**src/hw/rtl/lcrs_pkg.sv**
```systemverilog
// lcrs_pkg: shared types and codes for the radius top-k keyframe search
// no dependencies
`default_nettype none
package lcrs_pkg;
    typedef enum logic [1:0] {
        ACT_APPEND = 2'd0,
        ACT_QUERY  = 2'd1,
        ACT_CLEAR  = 2'd2,
        ACT_NONE   = 2'd3
    } action_t;

    typedef enum logic [2:0] {
        ST_CAND   = 3'd0,
        ST_NONE   = 3'd1,
        ST_STORED = 3'd2,
        ST_REJECT = 3'd3,
        ST_ABSENT = 3'd4
    } status_t;

    typedef enum logic [1:0] {
        CFG_MIN_SEP    = 2'd0,
        CFG_MIN_TRAVEL = 2'd1,
        CFG_RADIUS     = 2'd2,
        CFG_MAX_KEPT   = 2'd3
    } cfg_index_t;

    typedef enum logic [3:0] {
        BK_IDLE,
        BK_APPEND,
        BK_QREAD,
        BK_QWAIT,
        BK_SCAN,
        BK_DRAIN,
        BK_ROOT_LOAD,
        BK_ROOT_WAIT,
        BK_ROOT,
        BK_EMIT,
        BK_SINGLE
    } back_state_t;

    // command as it travels from the front to the back through the queue
    typedef struct packed {
        action_t     action;
        logic [31:0] pos_x;
        logic [31:0] pos_y;
        logic [31:0] travel;
        logic [9:0]  query_index;
    } cmd_t;

    typedef struct packed {
        logic valid;
        logic ready;
    } hs_t;
endpackage
`default_nettype wire

```
**src/hw/rtl/lcrs_front.sv**
```systemverilog
// lcrs_front: command intake and configuration registers
// depends on lcrs_pkg
`default_nettype none
module lcrs_front (
    input  wire logic           clk,
    input  wire logic           rst_n,
    input  wire logic           start,
    input  wire logic [1:0]     action,
    input  wire logic [31:0]    pos_x,
    input  wire logic [31:0]    pos_y,
    input  wire logic [31:0]    travel,
    input  wire logic [9:0]     query_index,
    input  wire lcrs_pkg::hs_t  q_hs,
    output logic                busy,
    output logic                push,
    output lcrs_pkg::cmd_t      push_cmd,
    input  wire logic           cfg_we,
    input  wire logic [1:0]     cfg_index,
    input  wire logic [31:0]    cfg_data,
    output logic [9:0]          min_separation,
    output logic [31:0]         min_travel,
    output logic [30:0]         radius,
    output logic [3:0]          max_kept
);
    logic [9:0]  sep_reg;
    logic [31:0] trav_reg;
    logic [30:0] rad_reg;
    logic [3:0]  kept_reg;

    // unused action code never enters the queue
    assign busy = !q_hs.ready;
    assign push = start && !busy && (action != lcrs_pkg::ACT_NONE);
    assign push_cmd = '{action: lcrs_pkg::action_t'(action), pos_x: pos_x, pos_y: pos_y,
                        travel: travel, query_index: query_index};

    always_ff @(posedge clk or negedge rst_n)
    begin
        if (!rst_n)
        begin
            sep_reg  <= 10'd10;
            trav_reg <= 32'd327680;
            rad_reg  <= 31'd131072;
            kept_reg <= 4'd5;
        end
        else if (cfg_we)
        begin
            case (lcrs_pkg::cfg_index_t'(cfg_index))
                lcrs_pkg::CFG_MIN_SEP:    sep_reg  <= cfg_data[9:0];
                lcrs_pkg::CFG_MIN_TRAVEL: trav_reg <= cfg_data;
                lcrs_pkg::CFG_RADIUS:     rad_reg  <= cfg_data[30:0];
                lcrs_pkg::CFG_MAX_KEPT:   kept_reg <= cfg_data[3:0];
                default:                  sep_reg  <= sep_reg;
            endcase
        end
    end

    assign min_separation = sep_reg;
    assign min_travel = trav_reg;
    assign radius = rad_reg;
    assign max_kept = kept_reg;
endmodule
`default_nettype wire

```
**config.mk**
```make
export PLATFORM = sky130hd
export DESIGN_NAME = lcrs_front
export DESIGN_NICKNAME = d
export VERILOG_FILES = /design/src/hw/rtl/lcrs_pkg.sv /design/src/hw/rtl/lcrs_front.sv
export SDC_FILE = /design/constraint.sdc
export NUM_CORES = 1
export LEC_CHECK = 0
export BUFFER_PORTS_ARGS = -buffer_cell sky130_fd_sc_hd__buf_2
export CORE_AREA = 2 2 129 131
export DETAILED_ROUTE_END_ITERATION = 10
export DIE_AREA = 0 0 131 133
export PLACE_DENSITY_LB_ADDON = 0.25
export SLEW_MARGIN = 10
export SYNTH_ARGS = -nofsm -noshare
export SYNTH_HDL_FRONTEND = slang
export SYNTH_SLANG_ARGS = --single-unit
```
**constraint.sdc**
```tcl
create_clock -name clk -period 1.2 [get_ports clk]
set_clock_uncertainty 0.1 [all_clocks]
set_input_delay 0.06 -clock clk [delete_from_list [all_inputs] [get_ports clk]]
set_output_delay 0.06 -clock clk [all_outputs]
set_load 0.02 [all_outputs]
```
==> run_results.csv <==
group,metric,value,unit
grt,grt_pass1_vias,2332,
timing,tns,0,ns
power_and_ir_drop,seq_power_share,38.3,%
power_and_ir_drop,leakage,2.44,nW
placement,hpwlAfterDp,6080,um
detailed_routing,dr.pass1.iters,3,
floorplanning,core_area,0.0162,mm2
logic_synthesis,synth_top_area_cell,"dfrtp_1",
logic_synthesis,synthFlopType,"dfrtp_1",
clock_network,cts_inserted_buffers,9,
timing,setup_viol,0,
critical_path,crit_slowest_cell,"dfstp_2",
clock_network,clk_latency,0.33,ns
power_and_ir_drop,swShare,27.8,%
timing,rsz0062_at_grt,"false",
detailed_routing,routedWlPerCell,14.7,um
run_status,status,"complete, no violations",
critical_path,critPathKind,"flop to output pin",
logic_synthesis,yosys-top-cells-count,"buf_4, dfrtp_1, mux2_4, mux2_2",
finish,layout.nets,483,
placement,place_area,0.00410,mm2
detailed_routing,vias_per_cell,3.81,
logic_synthesis,synthCells,276,
finish,n_antenna_cell,0,
placement,gp_congestion,0.636,
critical_path,path_max_fanout,2,
timing,worst_pin_slew,0.328,ns
power_and_ir_drop,cell_internal_pwr,6.39,mW
logic_synthesis,synth.area.top_cells,"dfrtp_1, mux2_4, buf_4",
timing,fin_ws,0.0380,ns
logic_synthesis,synth.area.mux_share,27.4,%
critical_path,cp.arrival,1.00,ns
floorplanning,die_x,131,um
finish,area_growth,20.5,%
logic_synthesis,yosysMostFrequentCell,"buf_4",
floorplanning,pin_count,335,
finish,num-fill-cells,1662,
floorplanning,start_util,24.7,%
floorplanning,row_count,47,
clock_network,clk_path_buf_depth,2,
grt,grt_use_total,9.45,%
logic_synthesis,synth_top_family_by_area,"multiplexers",
critical_path,critPathBufInv,1,
clock_network,cts_root_buffer,"clkbuf_16",
grt,gr-usage-met1,10.4,%
critical_path,max_stage_delay,0.53,ns
clock_network,htree_num_levels,3,
placement,place_ws,-0.0519,ns
critical_path,crit_family,"flip-flops",
grt,grtUsageMet2,14.6,%
placement,placedCellCount,511,
clock_network,cts_tree,"done",
clock_network,clk_pin_slew_worst_paths,0.06,ns
power_and_ir_drop,finalPower,8.86,mW
logic_synthesis,synth_compound_area_share,0.126,%
critical_path,crit_cells,1,
power_and_ir_drop,comb_power_share,25.6,%
timing,fin_crit_sh,96.8,%
logic_synthesis,synth_nets,424,
critical_path,r2r_cells,1,
logic_synthesis,synthDistinctLibCells,12,
timing,maxSlewHeadroom,78.1,%
logic_synthesis,synth_area_per_cell,14.4,um2
floorplanning,die_h,133,um
power_and_ir_drop,switchingPower,2.46,mW
logic_synthesis,synthSimpleGateAreaFrac,1.54,%
grt,use_met3,4.29,%
finish,stdcell_count,560,
critical_path,required,1.04,ns
logic_synthesis,synth_edf_count,0,
clock_network,clock_sinks,77,
power_and_ir_drop,clkPwrFrac,36.1,%
detailed_routing,ant_nets,0,
critical_path,crit_path_end_kind,"output pin",
hold_path,min_path_cells,0,
power_and_ir_drop,vdd_drop_max,0.654,mV
logic_synthesis,seq_area_frac_synth,48.5,%
finish,stdcell_area,0.00481,mm2
grt,top_usage_layer,"met2",
detailed_routing,wl,8260,um
hold_path,hp-class,"input pin to output pin",
logic_synthesis,synth-warning-count,0,
flow_run,cap_violations,0,
logic_synthesis,synth-seq-cells,77,
critical_path,cp_cell_sequence,"buf_4",
timing,final.min_clock_period,1.16,ns
grt,grt_max_degree,44,
logic_synthesis,synth-xor-area-share,0,%
logic_synthesis,synth_top_area_share,43.9,%
detailed_routing,drc,0,
logic_synthesis,synthAdderAreaFrac,0,%
placement,port_buffers,121,
critical_path,startpoint,"max_kept[2]$_DFFE_PN1P_",
floorplanning,fp.dieArea,0.0174,mm2
finish,final_layout_size_suffix_gt1_share,68.2,%
power_and_ir_drop,p_per_area,1840,mW/mm2
timing,max_freq,861,MHz
detailed_routing,vias,2135,
logic_synthesis,ys_async_sr_fraction,100,%
hold_path,min-delay-start,"pos_x[27]",
timing,slew_violations,0,
detailed_routing,drt_iter0_markers,36,
logic_synthesis,netlist_area,0.00399,mm2
grt,grt_pass1_wl,12600,um
grt,antenna_found_initial,0,
critical_path,r2r_start,"radius[14]$_DFFE_PN0P_",
grt,grt_remaining_overflow,0,
timing,hold_viol_final,0,
critical_path,cp-start-kind,"flop",
-- worst paths after layout --
check | to | slack, ns
min in group asynchronous | min_travel[14]$_DFFE_PN0P_ | 0.15
max in group asynchronous | max_kept[0]$_DFFE_PN1P_ | 0.55
min | push_cmd[101] | 0.02
max | max_kept[2] | 0.04
min reg2reg | min_travel[28]$_DFFE_PN0P_ | 0.40
max reg2reg | radius[14]$_DFFE_PN0P_ | 0.33
-- through the flow --
stage          hold WS (ns)  util (%)
2_1_floorplan        -0.336         -
3_3_place_gp        -0.0535      25.3
3_5_place_dp        -0.0538      25.3
4_1_cts              0.0201      29.6
5_1_grt              0.0200      29.7
6_report             0.0200      29.7
-- cells by family (layout without fill, tap and decap cells) --
group                  after synthesis  after routing
AO/OA/AOI/OAI                        1              1
buffers and inverters              116            180
flip-flops                          77             77
multiplexers                        77             77
AND/OR/NAND/NOR                      5              5
-- registers in the layout, indices dropped and copies added (netlist names) --
signal          count
min_travel         32
max_kept            4
radius             31
min_separation     10
-- what timing repair did --
item	4_1_cts	5_1_grt
buffers inserted	0	0
endpoints found under the setup margin	3	6
hold endpoints to repair	154	0
hold buffers	33	0
gates resized for setup	3	6
-- per-layer routing --
layer | part of all wire (%) | vias up
li1 | - | 926
met1 | 40 | 1034
met2 | 45 | 144
met3 | 12 | 31
met4 | 3.2 | 0
met5 | 0 | -
-- final cells by class --
cell class | instances | area [um2] | share of cell area (%)
Sequential cell | 77 | 1940 | 40.3
Multi-Input combinational cell | 83 | 1160 | 24.1
Timing Repair Buffer | 163 | 1080 | 22.5
Tap cell | 220 | 275 | 5.73
Clock buffer | 12 | 256 | 5.34
Clock inverter | 4 | 95.1 | 1.98
Inverter | 1 | 3.75 | 0.0781
-- cells in the final DEF (no fill, tap or decap), drive strengths merged --
master       instances
buf                130
mux2                77
dfrtp               70
dlygate4sd3         33
clkbuf              12
dfstp                7
bufinv               3
nand3b               2
inv                  1
nand2                1
a21oi                1
nand3                1
nor3b                1
clkinv               1
-- power groups by stage --
stage                     registers (mW)  logic, mW  clock network, mW
after CTS                           3.39       2.28               3.30
after detailed placement            3.42       2.18                  0
after global routing                3.46       2.43               3.43
after global placement              3.43       2.16                  0
after floorplan                     4.04       1.27                  0
final                               3.39       2.27               3.20
Power figures use the tool's default switching activity.
