**src/hw/rtl/lcrs_pkg.sv**
```systemverilog
// lcrs_pkg: shared types and codes for the radius top-k keyframe search
// no dependencies
`default_nettype none
package lcrs_pkg;
    typedef enum logic [1:0] {
        ACT_APPEND = 2'd0,
        ACT_QUERY  = 2'd1,
        ACT_CLEAR  = 2'd2,
        ACT_NONE   = 2'd3
    } action_t;

    typedef enum logic [2:0] {
        ST_CAND   = 3'd0,
        ST_NONE   = 3'd1,
        ST_STORED = 3'd2,
        ST_REJECT = 3'd3,
        ST_ABSENT = 3'd4
    } status_t;

    typedef enum logic [1:0] {
        CFG_MIN_SEP    = 2'd0,
        CFG_MIN_TRAVEL = 2'd1,
        CFG_RADIUS     = 2'd2,
        CFG_MAX_KEPT   = 2'd3
    } cfg_index_t;

    typedef enum logic [3:0] {
        BK_IDLE,
        BK_APPEND,
        BK_QREAD,
        BK_QWAIT,
        BK_SCAN,
        BK_DRAIN,
        BK_ROOT_LOAD,
        BK_ROOT_WAIT,
        BK_ROOT,
        BK_EMIT,
        BK_SINGLE
    } back_state_t;

    // command as it travels from the front to the back through the queue
    typedef struct packed {
        action_t     action;
        logic [31:0] pos_x;
        logic [31:0] pos_y;
        logic [31:0] travel;
        logic [9:0]  query_index;
    } cmd_t;

    typedef struct packed {
        logic valid;
        logic ready;
    } hs_t;
endpackage
`default_nettype wire

```
**src/hw/rtl/lcrs_queue.sv**
```systemverilog
// lcrs_queue: short command queue between front and back
// depends on lcrs_pkg
`default_nettype none
module lcrs_queue (
    input  wire logic           clk,
    input  wire logic           rst_n,
    input  wire logic           push,
    input  wire lcrs_pkg::cmd_t push_cmd,
    input  wire logic           pop,
    output lcrs_pkg::cmd_t      head_cmd,
    output lcrs_pkg::hs_t       hs
);
    lcrs_pkg::cmd_t slot_reg [2];
    logic [1:0] count_reg, count_next;
    logic       rd_reg, wr_reg;

    assign hs.valid = (count_reg != 2'd0);
    assign hs.ready = (count_reg != 2'd2);
    assign head_cmd = slot_reg[rd_reg];

    always_comb
    begin
        count_next = count_reg + {1'b0, push} - {1'b0, pop};
    end

    always_ff @(posedge clk or negedge rst_n)
    begin
        if (!rst_n)
        begin
            count_reg <= 2'd0;
            rd_reg    <= 1'b0;
            wr_reg    <= 1'b0;
        end
        else
        begin
            count_reg <= count_next;
            if (push)
            begin
                wr_reg <= ~wr_reg;
            end
            if (pop)
            begin
                rd_reg <= ~rd_reg;
            end
        end
    end

    always_ff @(posedge clk)
    begin
        if (push)
        begin
            slot_reg[wr_reg] <= push_cmd;
        end
    end
endmodule
`default_nettype wire

```
**config.mk**
```make
export PLATFORM = sky130hd
export DESIGN_NAME = lcrs_queue
export DESIGN_NICKNAME = d
export VERILOG_FILES = /design/src/hw/rtl/lcrs_pkg.sv /design/src/hw/rtl/lcrs_queue.sv
export SDC_FILE = /design/constraint.sdc
export NUM_CORES = 1
export LEC_CHECK = 0
export BUFFER_PORTS_ARGS = -buffer_cell sky130_fd_sc_hd__buf_4
export CAP_MARGIN = 0
export CORE_MARGIN = 1.5
export CORE_UTILIZATION = 33
export CTS_CLUSTER_SIZE = 12
export DETAILED_ROUTE_END_ITERATION = 10
export PLACE_DENSITY_LB_ADDON = 0.08
export SLEW_MARGIN = 20
export SYNTH_ARGS = -nofsm -noshare
export SYNTH_HDL_FRONTEND = slang
export SYNTH_SLANG_ARGS = --single-unit
```
**constraint.sdc**
```tcl
create_clock -name clk -period 5.77 [get_ports clk]
set_clock_uncertainty 0.05 [all_clocks]
set_input_delay 1.154 -clock clk [delete_from_list [all_inputs] [get_ports clk]]
set_output_delay 1.154 -clock clk [all_outputs]
set_load 0.03 [all_outputs]
```
==> out/qor.yml, run 1 <==
p_clk_frac: 0.249
cpMostUsedCell: "buf_4"
period_minus_slack_ns: 3.71
ys_types: 14
drc: 0
p_sw_frac: 0.335
drv_slew: 0
antenna_cells: 0
drtIter0Drc: 150
syn_nets: 465
crit_path_max_fanout: 43
gp_congestion: 0.693
drv_cap: 0
status: "complete, no violations"
coreArea_sq_mm: 0.0237
placed_cells: 884
hp-class: "primary input to async pin"
die_width_um: 159
ctsLongestPathBuffers: 3
worstMarginPinSlew_ns: 1.02
grt_max_degree: 71
crit_path_end_kind: "primary output"
combinationalPowerShare: 0.361
clock_sinks: 220
cts_tree: "done"
area_delta_synth_final_pct: 34.7
routed_wl_um: 16200
dieArea_sq_mm: 0.0252
core.rowCount: 56
pwr_density_cell_mw_per_mm2: 532
crit_chain: "buf_4 -> mux2_2 -> buf_4"
postSynthAreaPerCell_sq_um: 22.8
wl_per_cell_um: 17.5
insertion_delay_ns: 0.50
critPathKind: "flip-flop to primary output"
internal_power_w: 0.00382
start_util: 0.339
synth_seq_cells: 220
maxClockFrequency_mhz: 270
final_util: 0.456
dr.pass1.iters: 3
setup_violations: 0
switchingPower_w: 0.00192
finalHoldViolations: 0
yosysWarnings: 0
final.setup.tns_ns: 0
placed_area_sq_mm: 0.0100
critPathMaxStageDelay_ns: 0.77
h-tree-depth: 1
synth_area_sq_mm: 0.00802
die_h_um: 159
dp_hpwl_um: 10400
grt_pass1_wl_um: 24600
globalRouteOverflowTotal: 0
ant_nets: 0
ioPinCount: 222
cp_slowest_cell: "dfrtp_4"
finalCritPeriodShare: 0.642
syn_inst: 351
cts-root-buf: "clkbuf_16"
ctsHoldBuffers: 0
p_seq_frac: 0.390
fin_area_sq_mm: 0.0108
post_cts_buffers: 0
relSlewSlack: 0.319
path_clk_slew_ns: 0.05
grt_pass1_vias: 4248
antenna_found_initial: 0
required_ns: 4.57
arrival_ns: 2.50
ctsResizeCount: 0
largest_reg_flops: 216
vias: 4030
p_leak_nw: 4.06
nets: 706
rsz0062_at_grt: "no"
vias_per_cell: 4.34
seq_area_frac_synth: 0.821
vdd_drop_max_mv: 0.325
final_cell_count_no_fill: 929
drive_gt1_frac: 0.607
io_buffer_count: 221
start_kind: "flip-flop"
grt_usage: 0.126
cts_buffers: 25
## cells by family (layout without fill, tap and decap cells)
logic type               Yosys count  after routing  synth area share
XOR/XNOR                           3              3           0.00515
adder cells (fa/ha/maj)            2              2           0.00312
buffers and inverters             14            273            0.0108
flip-flops                       220            220             0.821
multiplexers                     108            108             0.156
AND/OR/NAND/NOR                    4              4           0.00312
## critical path: cells and delay by family (launching register included)
family,cells,cell delay [ns]
buffers and inverters,2,0.78
flip-flops,1,0.77
multiplexers,1,0.42
## through the flow
step	hold slack (ns)	total power (W)	setup WS, ns
2_1_floorplan	0.423	0.00366	1.31
3_3_place_gp	0.484	0.00438	2.52
3_5_place_dp	0.504	0.00439	2.51
4_1_cts	0.366	0.00585	1.96
5_1_grt	0.373	0.00601	1.90
6_report	0.392	0.00575	2.06
## layout make-up
class	count	area (sq um)
clock buffer	37	721
multi-input combinational	117	1360
sequential	220	6590
inverter	2	7.51
clock inverter	8	32.5
fill	2154	12900
timing repair buffer	226	1700
tap	319	399
## worst paths after layout
check	start	to	slack, ns	depth (start not counted)
max	rd_reg	head_cmd[19]	2.06	3
min	rst_n	wr_reg	0.39	1
max reg2reg	wr_reg	slot_reg[1][9]	3.37	2
min reg2reg	wr_reg	wr_reg	0.52	1
max in group asynchronous	rst_n	rd_reg	5.16	1
min in group clk	wr_reg	wr_reg	0.52	1
## cell usage in the layout (no fill, tap or decap), types with 2 or more instances in the layout
cell type	count
buf_4	226
dfrtp_1	3
edfxtp_1	216
clkbuf_1	7
clkbuf_8	5
mux2_4	10
xor2_1	2
clkinv_2	2
ha_1	2
clkbuf_16	25
inv_1	2
clkinv_1	6
mux2_2	98
## cell usage after synthesis, drive strengths merged
master | number | area share
and2 | 1 | 0.00078
buf | 12 | 0.0098
dfrtp | 4 | 0.012
edfxtp | 216 | 0.81
ha | 2 | 0.0031
inv | 2 | 0.00094
mux2 | 108 | 0.16
nand2b | 1 | 0.00078
nor2b | 1 | 0.00078
or2 | 1 | 0.00078
xor2 | 2 | 0.0022
xor3 | 1 | 0.0030
## power by group through the flow
stage	sequential, W	combinational [W]	clock [W]
finish	0.00224	0.00207	0.00143
global route	0.00228	0.00219	0.00154
CTS	0.00225	0.00212	0.00148
detailed placement	0.00228	0.00211	0
global placement	0.00227	0.00211	0
floorplan	0.00223	0.00143	0
## layer usage
layer,up-vias,part of all wire,GRT usage
met5,-,0,0
met4,0,0.026,0.0416
met3,30,0.067,0.0371
met2,134,0.50,0.213
met1,1983,0.41,0.154
li1,1883,-,-
Note: power is estimated with default switching activity, not from simulation.
==> run 2: changes to the inputs <==
Clock period 5.77 ns to 3.8 ns, I/O delays scaled along.
==> out/qor.yml, run 2 (synthesized netlist as in run 1, its figures left out) <==
insertion_delay_ns: 0.51  # about the same
post_cts_buffers: 0  # unchanged
wl_per_cell_um: 17.7  # +1.3%
nets: 709  # +0.42%
dieArea_sq_mm: 0.0252  # unchanged
crit_path_end_kind: "primary output"
critPathKind: "flip-flop to primary output"
holdWs_ns: 0.376  # -0.0159 ns
grt_pass1_wl_um: 24900  # +1.2%
h-tree-depth: 1  # unchanged
relSlewSlack: 0.480  # +0.160
ioPinCount: 222  # unchanged
cts-root-buf: "clkbuf_16"
grt_pass1_vias: 4334  # +2.0%
vias_per_cell: 4.30  # -0.79%
arrival_ns: 2.20  # -0.30 ns
pwr_density_cell_mw_per_mm2: 821  # +54%
core.rowCount: 56  # unchanged
rsz0062_at_grt: "no"
finalCritPeriodShare: 0.793
drc: 0  # unchanged
required_ns: 2.99  # -1.58 ns
antenna_cells: 0  # unchanged
die_width_um: 159  # unchanged
routed_wl_um: 16500  # +1.7%
vdd_drop_max_mv: 0.434  # +34%
fill_cells: 2112  # -1.9%
hp-class: "primary input to flip-flop"
antenna_found_initial: 0  # unchanged
coreArea_sq_mm: 0.0237  # unchanged
status: "complete, no violations"
min-delay-start: "push_cmd[16]"
final.setup.tns_ns: 0  # unchanged
cts_buffers: 25  # unchanged
globalRouteOverflowTotal: 0  # unchanged
drv_slew: 0  # unchanged
die_h_um: 159  # unchanged
ctsLongestPathBuffers: 3  # unchanged
final_util: 0.461  # +0.00497
most-common-layout-cells: "buf_4, edfxtp_1, mux2_2, clkbuf_16, mux2_4"
area_delta_synth_final_pct: 36.2
path_clk_slew_ns: 0.06  # about the same
worstMarginPinSlew_ns: 0.781  # -0.240 ns
ant_nets: 0  # unchanged
period_minus_slack_ns: 3.01
io_buffer_count: 221  # unchanged
crit_path_max_fanout: 31  # -28%
dp_hpwl_um: 10500  # +0.61%
gp_congestion: 0.696  # +0.49%
grt_max_degree: 55  # -23%
cts_tree: "done"
crit_start: "rd_reg"
drv_cap: 0  # unchanged
p_leak_nw: 4.12  # +1.5%
largest_reg_flops: 216  # unchanged
layout_commonest_cell: "buf_4"
dr.pass1.iters: 4  # +1
start_kind: "flip-flop"
setup_violations: 0  # unchanged
r2r_start: "wr_reg"
total_power_w: 0.00896  # +56%
grt_usage: 0.127  # +0.00122
maxClockFrequency_mhz: 332
drtIter0Drc: 163  # +8.7%
start_util: 0.339  # unchanged
vias: 4011  # -0.47%
drive_gt1_frac: 0.615  # +0.00845
finalHoldViolations: 0  # unchanged
clock_sinks: 220  # unchanged
-- run 2: stage by stage --
step | worst slack [ns] | cell area (sq um) | cells
floorplan | 0.0352 | 8030 | 351
global placement | 1.30 | 10100 | 886
detailed placement | 1.27 | 10100 | 886
CTS | 0.703 | 10900 | 932
global route | 0.656 | 10900 | 932
finish | 0.786 | 10900 | 932
-- run 2: report_power, final --
group / total [W] / internal, W / switching (W)
Sequential: 0.00340 / 0.00322 / 0.000177
Combinational: 0.00318 / 0.00131 / 0.00186
Clock: 0.00238 / 0.00147 / 0.000918
-- run 2: routing by layer --
metal,vias to the layer above,wire (um),GRT usage
met1,1979,6420,0.149
met4,0,357,0.0373
met3,27,953,0.0319
li1,1882,-,-
met2,123,8760,0.229
met5,-,0,0
-- run 2: path summary, 6_finish.rpt --
path / slack (ns) / cells after the start / end
setup / recovery: 0.79 / 3 / head_cmd[23]
hold / removal: 0.38 / 1 / slot_reg[0][16]
setup reg to reg: 2.03 / 2 / slot_reg[1][71]
hold reg to reg: 0.50 / 1 / wr_reg
max in group asynchronous: 3.04 / 2 / rd_reg
min in group asynchronous: 0.54 / 2 / count_reg[0]
-- run 2: critical path: stages (launching register included) --
cell	delay (ns)
dfrtp_4	0.74
buf_4	0.38
mux2_2	0.38
buf_4	0.17
-- run 2: cell type report --
cell class | instances | area (sq um) | share of cell area
clock buffer | 33 | 686 | 0.0628
multi-input combinational | 117 | 1360 | 0.124
inverter | 2 | 7.51 | 0.000688
tap | 319 | 399 | 0.0366
timing repair buffer | 229 | 1750 | 0.160
clock inverter | 12 | 135 | 0.0124
sequential | 220 | 6590 | 0.604
-- run 2: repair_timing --
item / 4_1_cts / 5_1_grt
gates resized for setup: 0 / 0
endpoints found under the hold margin: 4 / 0
hold buffers: 1 / 0
==> run 3: changes to the inputs <==
Clock period 3.8 ns to 2.8 ns, I/O delays scaled along.
==> out/qor.yml, run 3 (synthesized netlist as in run 1, its figures left out) <==
drv_cap: 0  # unchanged
status: "complete, no violations"
gp_congestion: 0.718  # +3.2%
period_minus_slack_ns: 2.63
ctsLongestPathBuffers: 3  # unchanged
hp-class: "primary input to flip-flop"
place_ws_ns: 0.656  # -0.615 ns
clock_sinks: 220  # unchanged
hold_path_end: "slot_reg[1][10]"
io_buffer_count: 221  # unchanged
die_h_um: 159  # unchanged
grt_usage: 0.126  # -0.000759
post_cts_buffers: 0  # unchanged
r2r-end: "slot_reg[1][87]"
globalRouteOverflowTotal: 0  # unchanged
h-tree-depth: 1  # unchanged
ioPinCount: 222  # unchanged
dp_hpwl_um: 10700  # +1.5%
use_met2: 0.209  # -0.0203
r2r_slack_ns: 1.18  # -0.85 ns
largest_reg_flops: 216  # unchanged
min-delay-start: "push_cmd[10]"
most-common-layout-cells: "buf_4, edfxtp_1, mux2_2, clkbuf_16, clkinv_1"
required_ns: 2.19  # -0.80 ns
cts_tree: "done"
drv_slew: 0  # unchanged
layout_commonest_cell: "buf_4"
pwr_density_cell_mw_per_mm2: 1090  # +32%
finalHoldViolations: 0  # unchanged
placed_cells: 886  # unchanged
use_met3: 0.0400  # +0.00810
grt_max_degree: 90  # +64%
holdPathStages: 1  # unchanged
grt-busiest-layer: "met2"
antenna_found_initial: 0  # unchanged
insertion_delay_ns: 0.50  # about the same
rr_worst_depth: 2  # unchanged
fin_area_sq_mm: 0.0109  # -0.60%
cts_buffers: 25  # unchanged
drive_gt1_frac: 0.606  # -0.00944
setup_violations: 0  # unchanged
wl_per_cell_um: 17.5  # -1.2%
crit_path_max_fanout: 32  # +3.2%
die_width_um: 159  # unchanged
p_leak_nw: 4.07  # -1.1%
path_clk_slew_ns: 0.06  # about the same
grtUsageMet1: 0.158  # +0.00923
critPathKind: "flip-flop to primary output"
coreArea_sq_mm: 0.0237  # unchanged
drc: 0  # unchanged
start_util: 0.339  # unchanged
drtIter0Drc: 231  # +42%
ctsResizeCount: 0  # unchanged
finalCritPeriodShare: 0.940
worst_slack_ns: 0.169  # -0.617 ns
dr.pass1.iters: 4  # unchanged
vdd_drop_max_mv: 0.556  # +28%
maxClockFrequency_mhz: 380
dieArea_sq_mm: 0.0252  # unchanged
nets: 709  # unchanged
final_util: 0.458  # -0.00275
worstMarginPinSlew_ns: 0.520  # -0.260 ns
ant_nets: 0  # unchanged
crit_path_end_kind: "primary output"
antenna_cells: 0  # unchanged
area_delta_synth_final_pct: 35.4
grt_pass1_vias: 4238  # -2.2%
vias_per_cell: 4.37  # +1.6%
arrival_ns: 2.02  # -0.18 ns
grt_pass1_wl_um: 24700  # -1.1%
r2r_start: "wr_reg"
core.rowCount: 56  # unchanged
relSlewSlack: 0.653  # +0.173
placed_area_sq_mm: 0.0101  # +0.50%
final_cell_count_no_fill: 930  # -0.21%
vias: 4066  # +1.4%
routed_wl_um: 16300  # -1.4%
rsz0062_at_grt: "no"
final.setup.tns_ns: 0  # unchanged
cts-root-buf: "clkbuf_16"
start_kind: "flip-flop"
[run 3: cell count changes in the layout (fill, tap and decap cells not counted)]
cell / previous run / this run
clkinv_1: 3 / 11
buf_12: 2 / 6
buf_4: 226 / 222
bufinv_16: 3 / 0
clkbuf_1: 5 / 2
clkbuf_8: 3 / 0
clkinv_2: 5 / 3
clkinv_4: 0 / 1
clkinvlp_4: 0 / 1
inv_6: 1 / 0
[run 3: how the worst max path moves through the flow]
stage	start	to	slack (ns)	cells after the start
6_report	rd_reg	head_cmd[82]	0.17	3
5_1_grt	rd_reg	head_cmd[82]	0.07	3
4_1_cts	rd_reg	head_cmd[82]	0.1	3
3_5_place_dp	rd_reg	head_cmd[82]	0.66	3
3_3_place_gp	rd_reg	head_cmd[60]	0.69	3
2_1_floorplan	push	slot_reg[0][0]	0.13	1
[run 3: area by class of cell]
type	instances	area, sq um
clock buffers	27	633
flip-flops and latches	220	6590
multi-input cells	117	1360
repair buffers	229	1800
well taps	319	399
clock inverters	16	72.6
inverters	2	7.51
fillers	2128	12800
[run 3: report_power, final]
part           internal, W  switching [W]
logic              0.00184        0.00256
registers          0.00437       0.000221
clock network      0.00161        0.00120
[run 3: worst max-delay path, cell delays in order (launching register included)]
cell,delay (ns)
dfrtp_4,0.67
buf_12,0.27
mux2_2,0.38
buf_4,0.17
[run 3: layer usage]
| metal | vias to the layer above | routed length, um |
|---|---|---|
| li1 | 1887 | - |
| met1 | 2001 | 6660 |
| met2 | 148 | 8020 |
| met3 | 30 | 1180 |
| met4 | 0 | 397 |
| met5 | - | 0 |
[run 3: what timing repair did]
item                                   CTS  global route
setup endpoints to repair                0             0
endpoints found under the hold margin    4             0
hold buffers                             1             0
[run 3: stage by stage]
stage / hold WS (ns) / total power (W)
after CTS: 0.156 / 0.0120
after floorplan: 0.214 / 0.00751
after detailed placement: 0.314 / 0.00916
after global routing: 0.159 / 0.0123
after global placement: 0.309 / 0.00911
final: 0.186 / 0.0118
